<file path="src/rtl/wbf_pkg.sv">
`default_nettype none
package wbf_pkg;

	localparam int LEN_W = 4;
	localparam int WORD_W = 64;

	typedef enum logic [1:0] {
		CMD_CLEAR = 2'd0,
		CMD_ADD   = 2'd1,
		CMD_START = 2'd2,
		CMD_TEXT  = 2'd3
	} cmd_t;

	typedef enum logic [1:0] {
		ST_OK      = 2'd0,
		ST_FULL    = 2'd1,
		ST_BAD_LEN = 2'd2
	} status_t;

	typedef enum logic [1:0] {
		S_IDLE,
		S_SCAN,
		S_FINISH
	} state_t;

	// control broadcast to every cell of the row
	typedef struct packed {
		logic flush;  // drop the hit carry
		logic scan;   // advance the hit carry by one cell
	} cell_ctrl_t;

endpackage
`default_nettype wire

</file>
<file path="src/rtl/wbf_cell.sv">
`default_nettype none
module wbf_cell #(
	parameter int MAX_WORD_LEN = 8
) (
	input  wire logic                      clk,
	input  wire logic                      arst_n,
	input  wire wbf_pkg::cell_ctrl_t       ctrl,
	input  wire logic                      enable,
	input  wire logic                      load,
	input  wire logic [8*MAX_WORD_LEN-1:0] load_word,
	input  wire logic [wbf_pkg::LEN_W-1:0] load_len,
	input  wire logic [8*MAX_WORD_LEN-1:0] window,
	input  wire logic [MAX_WORD_LEN-1:0]   reach,
	input  wire logic                      hit_in,
	output logic                           hit_out
);
	import wbf_pkg::*;

	localparam int WW = 8 * MAX_WORD_LEN;

	logic [WW-1:0]    word_q;
	logic [LEN_W-1:0] len_q;
	logic             hit_q;
	logic [WW-1:0]    tail;
	logic             reach_bit;
	logic             match;

	always_ff @(posedge clk) begin
		if (load) begin
			word_q <= load_word;
			len_q  <= load_len;
		end
	end

	// newest len bytes of the window, and the reach bit len positions back
	always_comb begin
		tail      = '0;
		reach_bit = 1'b0;
		for (int l = 1; l <= MAX_WORD_LEN; l++) begin
			if (len_q == LEN_W'(l)) begin
				tail      = window >> (8 * (MAX_WORD_LEN - l));
				reach_bit = reach[l-1];
			end
		end
	end

	assign match = enable && reach_bit && (tail == word_q);

	always_ff @(posedge clk or negedge arst_n) begin
		if (!arst_n) begin
			hit_q <= 1'b0;
		end else if (ctrl.flush) begin
			hit_q <= 1'b0;
		end else if (ctrl.scan) begin
			hit_q <= hit_in | match;
		end
	end

	assign hit_out = hit_q;

endmodule
`default_nettype wire

</file>
<file path="config.mk">
export PLATFORM = sky130hd
export DESIGN_NAME = wbf_cell
export DESIGN_NICKNAME = d
export VERILOG_FILES = /design/src/rtl/wbf_pkg.sv /design/src/rtl/wbf_cell.sv
export SDC_FILE = /design/constraint.sdc
export NUM_CORES = 1
export LEC_CHECK = 0
export BUFFER_PORTS_ARGS = -buffer_cell sky130_fd_sc_hd__buf_2
export CORE_MARGIN = 2
export CORE_UTILIZATION = 40
export DETAILED_ROUTE_END_ITERATION = 8
export SYNTH_ARGS = -nofsm -noshare
export SYNTH_HDL_FRONTEND = slang
export SYNTH_SLANG_ARGS = --single-unit
</file>
<file path="constraint.sdc">
create_clock -name clk -period 4.1 [get_ports clk]
set_input_delay 1.23 -clock clk [delete_from_list [all_inputs] [get_ports clk]]
set_output_delay 1.23 -clock clk [all_outputs]
set_load 0.05 [all_outputs]
</file>
After elaboration in Yosys (flattened, before gate mapping)

Cells that the tools add are included.

Equal/unequal tests: 9
Multiplexer cells: 18
Bitwise operators: 1
Reduce and logical (&&, ||, !) cells: 3

Operators with widths:

| operator             | number |
|---|---|
| $mux W64             | 3 |
| $eq A64 B64 Y1       | 1 |
| $mux W40             | 1 |
| $mux W32             | 1 |
| $mux W24             | 1 |
| $eq A4 B3 Y1 const B | 4 |
| $mux W16             | 1 |
| $mux W1              | 10 |
| $eq A4 B2 Y1 const B | 2 |
| $mux W8              | 1 |
| $eq A4 B1 Y1 const B | 1 |
| $eq A4 B4 Y1 const B | 1 |
| $logic_and A1 B1 Y1  | 2 |
| $reduce_bool A2 Y1   | 1 |
| $or A1 B1 Y1         | 1 |

Bits in registers: 69
Input port bits: 147
Output and inout bits: 1
Word-level logic and storage cells: 34

Depth between registers and ports, before layout

Depth after elaboration: 14
Mapped depth: 13
Depth with buffers taken out: 8

Least setup slack after synthesis

Ideal clock, no wire load.

Kind: input -> register
From: in window[63]
To: reg hit_q (netlist: hit_out)
Setup time: 0.066 ns
Arrival: 3.654 ns
Required time: 4.034 ns
Path slack: 0.380 ns
Stages on the path: 9
Path buffers: 1
Cells stage by stage: clkbuf_2 mux4_2 nand2_1 nor2_1 a2111o_1 or4_1 or4_1 nor4_1 a31o_1

Word-level cells in the longest chain between the ends: 13

RTL lines:

| item                   | RTL line       | text |
|---|---|---|
| from (decl)            | wbf_cell.sv:12 | `input wire logic [8*MAX_WORD_LEN-1:0] window,` |
| $mux W8                | wbf_cell.sv:40 | `if (len_q == LEN_W'(l)) begin` |
| $mux W16               | wbf_cell.sv:40 |  |
| $mux W24               | wbf_cell.sv:40 |  |
| $mux W32               | wbf_cell.sv:40 |  |
| $mux W40               | wbf_cell.sv:40 |  |
| $mux W64 (2 in series) | wbf_cell.sv:40 |  |
| $mux W64 *             | wbf_cell.sv:40 |  |
| $eq A64 B64 Y1 *       | wbf_cell.sv:47 | `assign match = enable && reach_bit && (tail == word_q);` |
| $logic_and A1 B1 Y1 *  | wbf_cell.sv:47 |  |
| $or A1 B1 Y1 *         | wbf_cell.sv:55 | `hit_q <= hit_in \| match;` |
| $mux W1 *              | wbf_cell.sv:54 | `end else if (ctrl.scan) begin` |
| $mux W1 *              | wbf_cell.sv:52 | `end else if (ctrl.flush) begin` |
| to (signal assigned)   | wbf_cell.sv:55 |  |
| to (decl)              | wbf_cell.sv:23 | `logic hit_q;` |

Every way passes the cells marked *; elsewhere a longest branch is shown, timed or not. The select of a mux whose other input is x is not followed.
A chain may end at the register's enable or synchronous reset.

Worst setup path after layout

From: reg len_q[1]
To: reg hit_q (netlist: hit_out)

Word-level cells in the longest chain between the ends: 14
Elaborated cells between the ends (all ways): 30
Classes of those cells: 9 x eq/ne; 18 x mux; 1 x bitwise; 2 x reduce/logical

RTL lines:

| item                                                  | RTL line       | text |
|---|---|---|
| from (decl)                                           | wbf_cell.sv:22 | `logic [LEN_W-1:0] len_q;` |
| from (signal assigned)                                | wbf_cell.sv:31 | `len_q <= load_len;` |
| $eq A4 B1 Y1                                          | wbf_cell.sv:40 |  |
| $mux W8 or $mux W1 (tied branches)                    | wbf_cell.sv:40 |  |
| $mux W16 or $mux W1 (tied branches)                   | wbf_cell.sv:40 |  |
| $mux W24 or $mux W1 (tied branches)                   | wbf_cell.sv:40 |  |
| $mux W32 or $mux W1 (tied branches)                   | wbf_cell.sv:40 |  |
| $mux W40 or $mux W1 (tied branches)                   | wbf_cell.sv:40 |  |
| $mux W64 or $mux W1 (tied branches) (3 in series)     | wbf_cell.sv:40 |  |
| $eq A64 B64 Y1 or $logic_and A1 B1 Y1 (tied branches) | wbf_cell.sv:47 |  |
| $logic_and A1 B1 Y1 *                                 | wbf_cell.sv:47 |  |
| $or A1 B1 Y1 *                                        | wbf_cell.sv:55 |  |
| $mux W1 *                                             | wbf_cell.sv:54 |  |
| $mux W1 *                                             | wbf_cell.sv:52 |  |

Marks and branches as above.

==> impl_metrics.env <==
export IMPL_avgViaCountPerCell=6.415
export IMPL_synth_fa_ha_area_share_pct=0
export IMPL_num_rows=42
export IMPL_end_kind="flop"
export IMPL_yosys_area_share_simple_pct=15.05
export IMPL_synth_edf_count=68
export IMPL_first_global_vias=5484
export IMPL_grt_overflow_total=0
export IMPL_power_uw=2323
export IMPL_synth_area_leaders="edfxtp_1 38%, mux2i_1 5.3%, o21ai_0 3.5%, a21oi_1 3.4%, a22oi_1 3.3%"
export IMPL_worstRegToRegCells=8
export IMPL_cp_start_kind="flop"
export IMPL_cts_tree="yes"
export IMPL_h_tree_depth=3
export IMPL_multi_input_area_um2=3098
export IMPL_final_cell_mix="147 x buf_2, 68 x edfxtp_1, 38 x o21ai_0"
export IMPL_grt_start_max_net_pins=90
export IMPL_gp_congestion=0.9784
export IMPL_dr_total_vias=5767
export IMPL_ys_types=70
export IMPL_period_needed_ps=3750
export IMPL_synth_top_family_by_area="compound AO/OA/AOI/OAI gates"
export IMPL_fp_dieArea_um2=14560
export IMPL_ys_ff_latch=69
export IMPL_finalSetupViolCount=0
export IMPL_die_h_um=120.7
export IMPL_num_antenna_cells=0
export IMPL_yosys_area_share_xor_xnor_pct=5.790
export IMPL_r2r_slack_ps=350
export IMPL_firstDrtPassIters=6
export IMPL_dp_worst_setup_slack_ps=88.27
export IMPL_worst_slack_ps=350.0
export IMPL_cap_viol_max_count=0
export IMPL_drc=0
export IMPL_core_area_um2=13240
export IMPL_crit_path_start="len_q[1]$_DFFE_PP_"
export IMPL_netlist_area_leader_share_pct=37.50
export IMPL_fin_skew_ps=7.301
export IMPL_final_area_um2=6812
export IMPL_synth_compound_area_share_pct=27.21
export IMPL_finalSetupTns_ps=0
export IMPL_synth_top_flop_cell="edfxtp_1"
export IMPL_postRouteWirelength_um=23210
export IMPL_ctsResizeCount=0
export IMPL_hpwl_um=17500
export IMPL_fin_nets=865
export IMPL_syn_area_per_cell_um2=9.470
export IMPL_finalCritPeriodShare_pct=91.46
export IMPL_final_layout_size_suffix_gt1_share_pct=29.18
export IMPL_clock_fmax_mhz=266.7
export IMPL_synthArstFlopShare_pct=1.449
export IMPL_final_common_cell="buf_2"
export IMPL_grt_pass1_wl_um=33850
export IMPL_peakVddDrop_mv=0.2747
export IMPL_drt_iter0_drc=813
export IMPL_placedInstanceArea_um2=6511
export IMPL_ctsHoldBuffers=0
export IMPL_hold_viol_final=0
export IMPL_status="completed"
export IMPL_worst_skew_pair_late_latency_ps=350
export IMPL_r2r_start="len_q[1]$_DFFE_PP_"
export IMPL_io_buffer_count=147
export IMPL_num_fill_cells=1246
export IMPL_cts_setup_buffers=0
export IMPL_hp_class="in2async"
export IMPL_syn_area_um2=5445
export IMPL_slew_violations=0
export IMPL_ys_seq_area_share_pct=37.96
export IMPL_timing_rr_end="hit_out$_DFFE_PN0P_"
export IMPL_power_density_nw_per_um2=341.1
export IMPL_cts_buffers=9
export IMPL_path_max_fanout=5
export IMPL_antenna_found_initial=0
export IMPL_synthMuxAreaShare_pct=8.847
export IMPL_tightest_slew_ps=769.9
export IMPL_ctsRootBufferMaster="clkbuf_16"
export IMPL_clk_pin_slew_worst_paths_ps=60
export IMPL_yosysWarnings=0
export IMPL_seq_area_um2=2067
export IMPL_io_pins=148
export IMPL_start_util_pct=41.12
export IMPL_cp_data_arrival_time_ps=4040
export IMPL_worst_setup_path_type="reg2reg"
export IMPL_synthToLayoutAreaGrowth_pct=25.09
export IMPL_p_leak_uw=0.002691
export IMPL_drtAntennaViolNets=0
export IMPL_syn_instance_count=575
export IMPL_slew_headroom_pct=48.57
export IMPL_required_ps=4390
export IMPL_grt_setup_unrepaired="no"
export IMPL_cts_buffer_depth=2
export IMPL_grtUsageTotal_pct=32.11
export IMPL_die_x_um=120.7
export IMPL_wl_per_cell_um=25.82
export IMPL_syn_num_nets=722
export IMPL_synth_largest_area_cell="edfxtp_1"
export IMPL_cts_sinks=69
stage by stage:
step	hold slack [ps]	instances	utilization, %
after global placement	665.2	883	49.17
after CTS	638.4	899	51.44
after floorplan	662.9	575	-
after global routing	640.0	899	51.44
after detailed placement	641.8	883	49.17
final	641.3	899	51.44
cell type report:
type                    count  share of cell area (%)
clock buffers              10                   3.362
clock inverters             6                   1.047
multi-input cells         438                   45.48
flip-flops and latches     69                   30.35
repair buffers            178                   15.32
well taps                 176                   3.233
inverters                  22                   1.212
report_power, final:
group | leakage [µW] | total [µW] | internal [µW] | switching (µW)
sequential | 0.000679 | 888 | 840 | 47.5
combinational | 0.00187 | 631 | 256 | 374
clock | 0.000140 | 805 | 476 | 328
cell usage after synthesis (5+ instances only):
cell	count
a211oi_1	8
a21o_1	6
a21oi_1	37
a221oi_1	9
a222oi_1	6
a22oi_1	24
a31oi_1	9
a32oi_1	5
buf_1	7
buf_2	12
clkbuf_1	24
edfxtp_1	68
inv_1	21
mux2_2	11
mux2i_1	29
nand2_1	35
nand2b_1	8
nand3_1	5
nand3b_1	6
nand4_1	8
nor2_1	30
nor2b_1	9
nor3_1	10
nor4_1	6
o211ai_1	10
o21ai_0	38
o22ai_1	10
xnor2_1	16
xor2_1	20
worst max-delay path by stage:
stage / depth (start not counted) / slack (ps) / to
final: 8 / 350 / hit_out$_DFFE_PN0P_
after global routing: 8 / 260 / hit_out$_DFFE_PN0P_
after CTS: 8 / 360 / hit_out$_DFFE_PN0P_
after detailed placement: 9 / 90 / hit_out$_DFFE_PN0P_
after global placement: 9 / 170 / hit_out$_DFFE_PN0P_
after floorplan: 9 / 380 / hit_out$_DFFE_PN0P_
registers in the layout, indices dropped and copies added (netlist names):
name,cells
len_q,4
word_q,64
hit_out,1
critical path, stage by stage, from the launching register on:
cell      delay, ps
edfxtp_1        510
or4b_2          790
o22ai_1         220
xor2_1          140
a2111o_1        390
or4_1           540
or4_1           580
nor4_1          340
a31o_1          180
logic make-up after synthesis:
family	after synthesis
AO/OA/AOI/OAI	211
multiplexers	43
buffers and inverters	68
XOR/XNOR	36
flip-flops	69
AND/OR/NAND/NOR	148
routing by layer:
metal  vias to the layer above  wire length (µm)  GRT usage, %  part of all wire [%]
li1                       2564                 -             -                     -
met1                      2730              9565         43.10                    41
met2                       421             10460         50.67                    45
met3                        52              2348         6.509                    10
met4                         0               837         12.94                   3.6
met5                         -                 0             0                     0
Power figures use the tool's default switching activity.
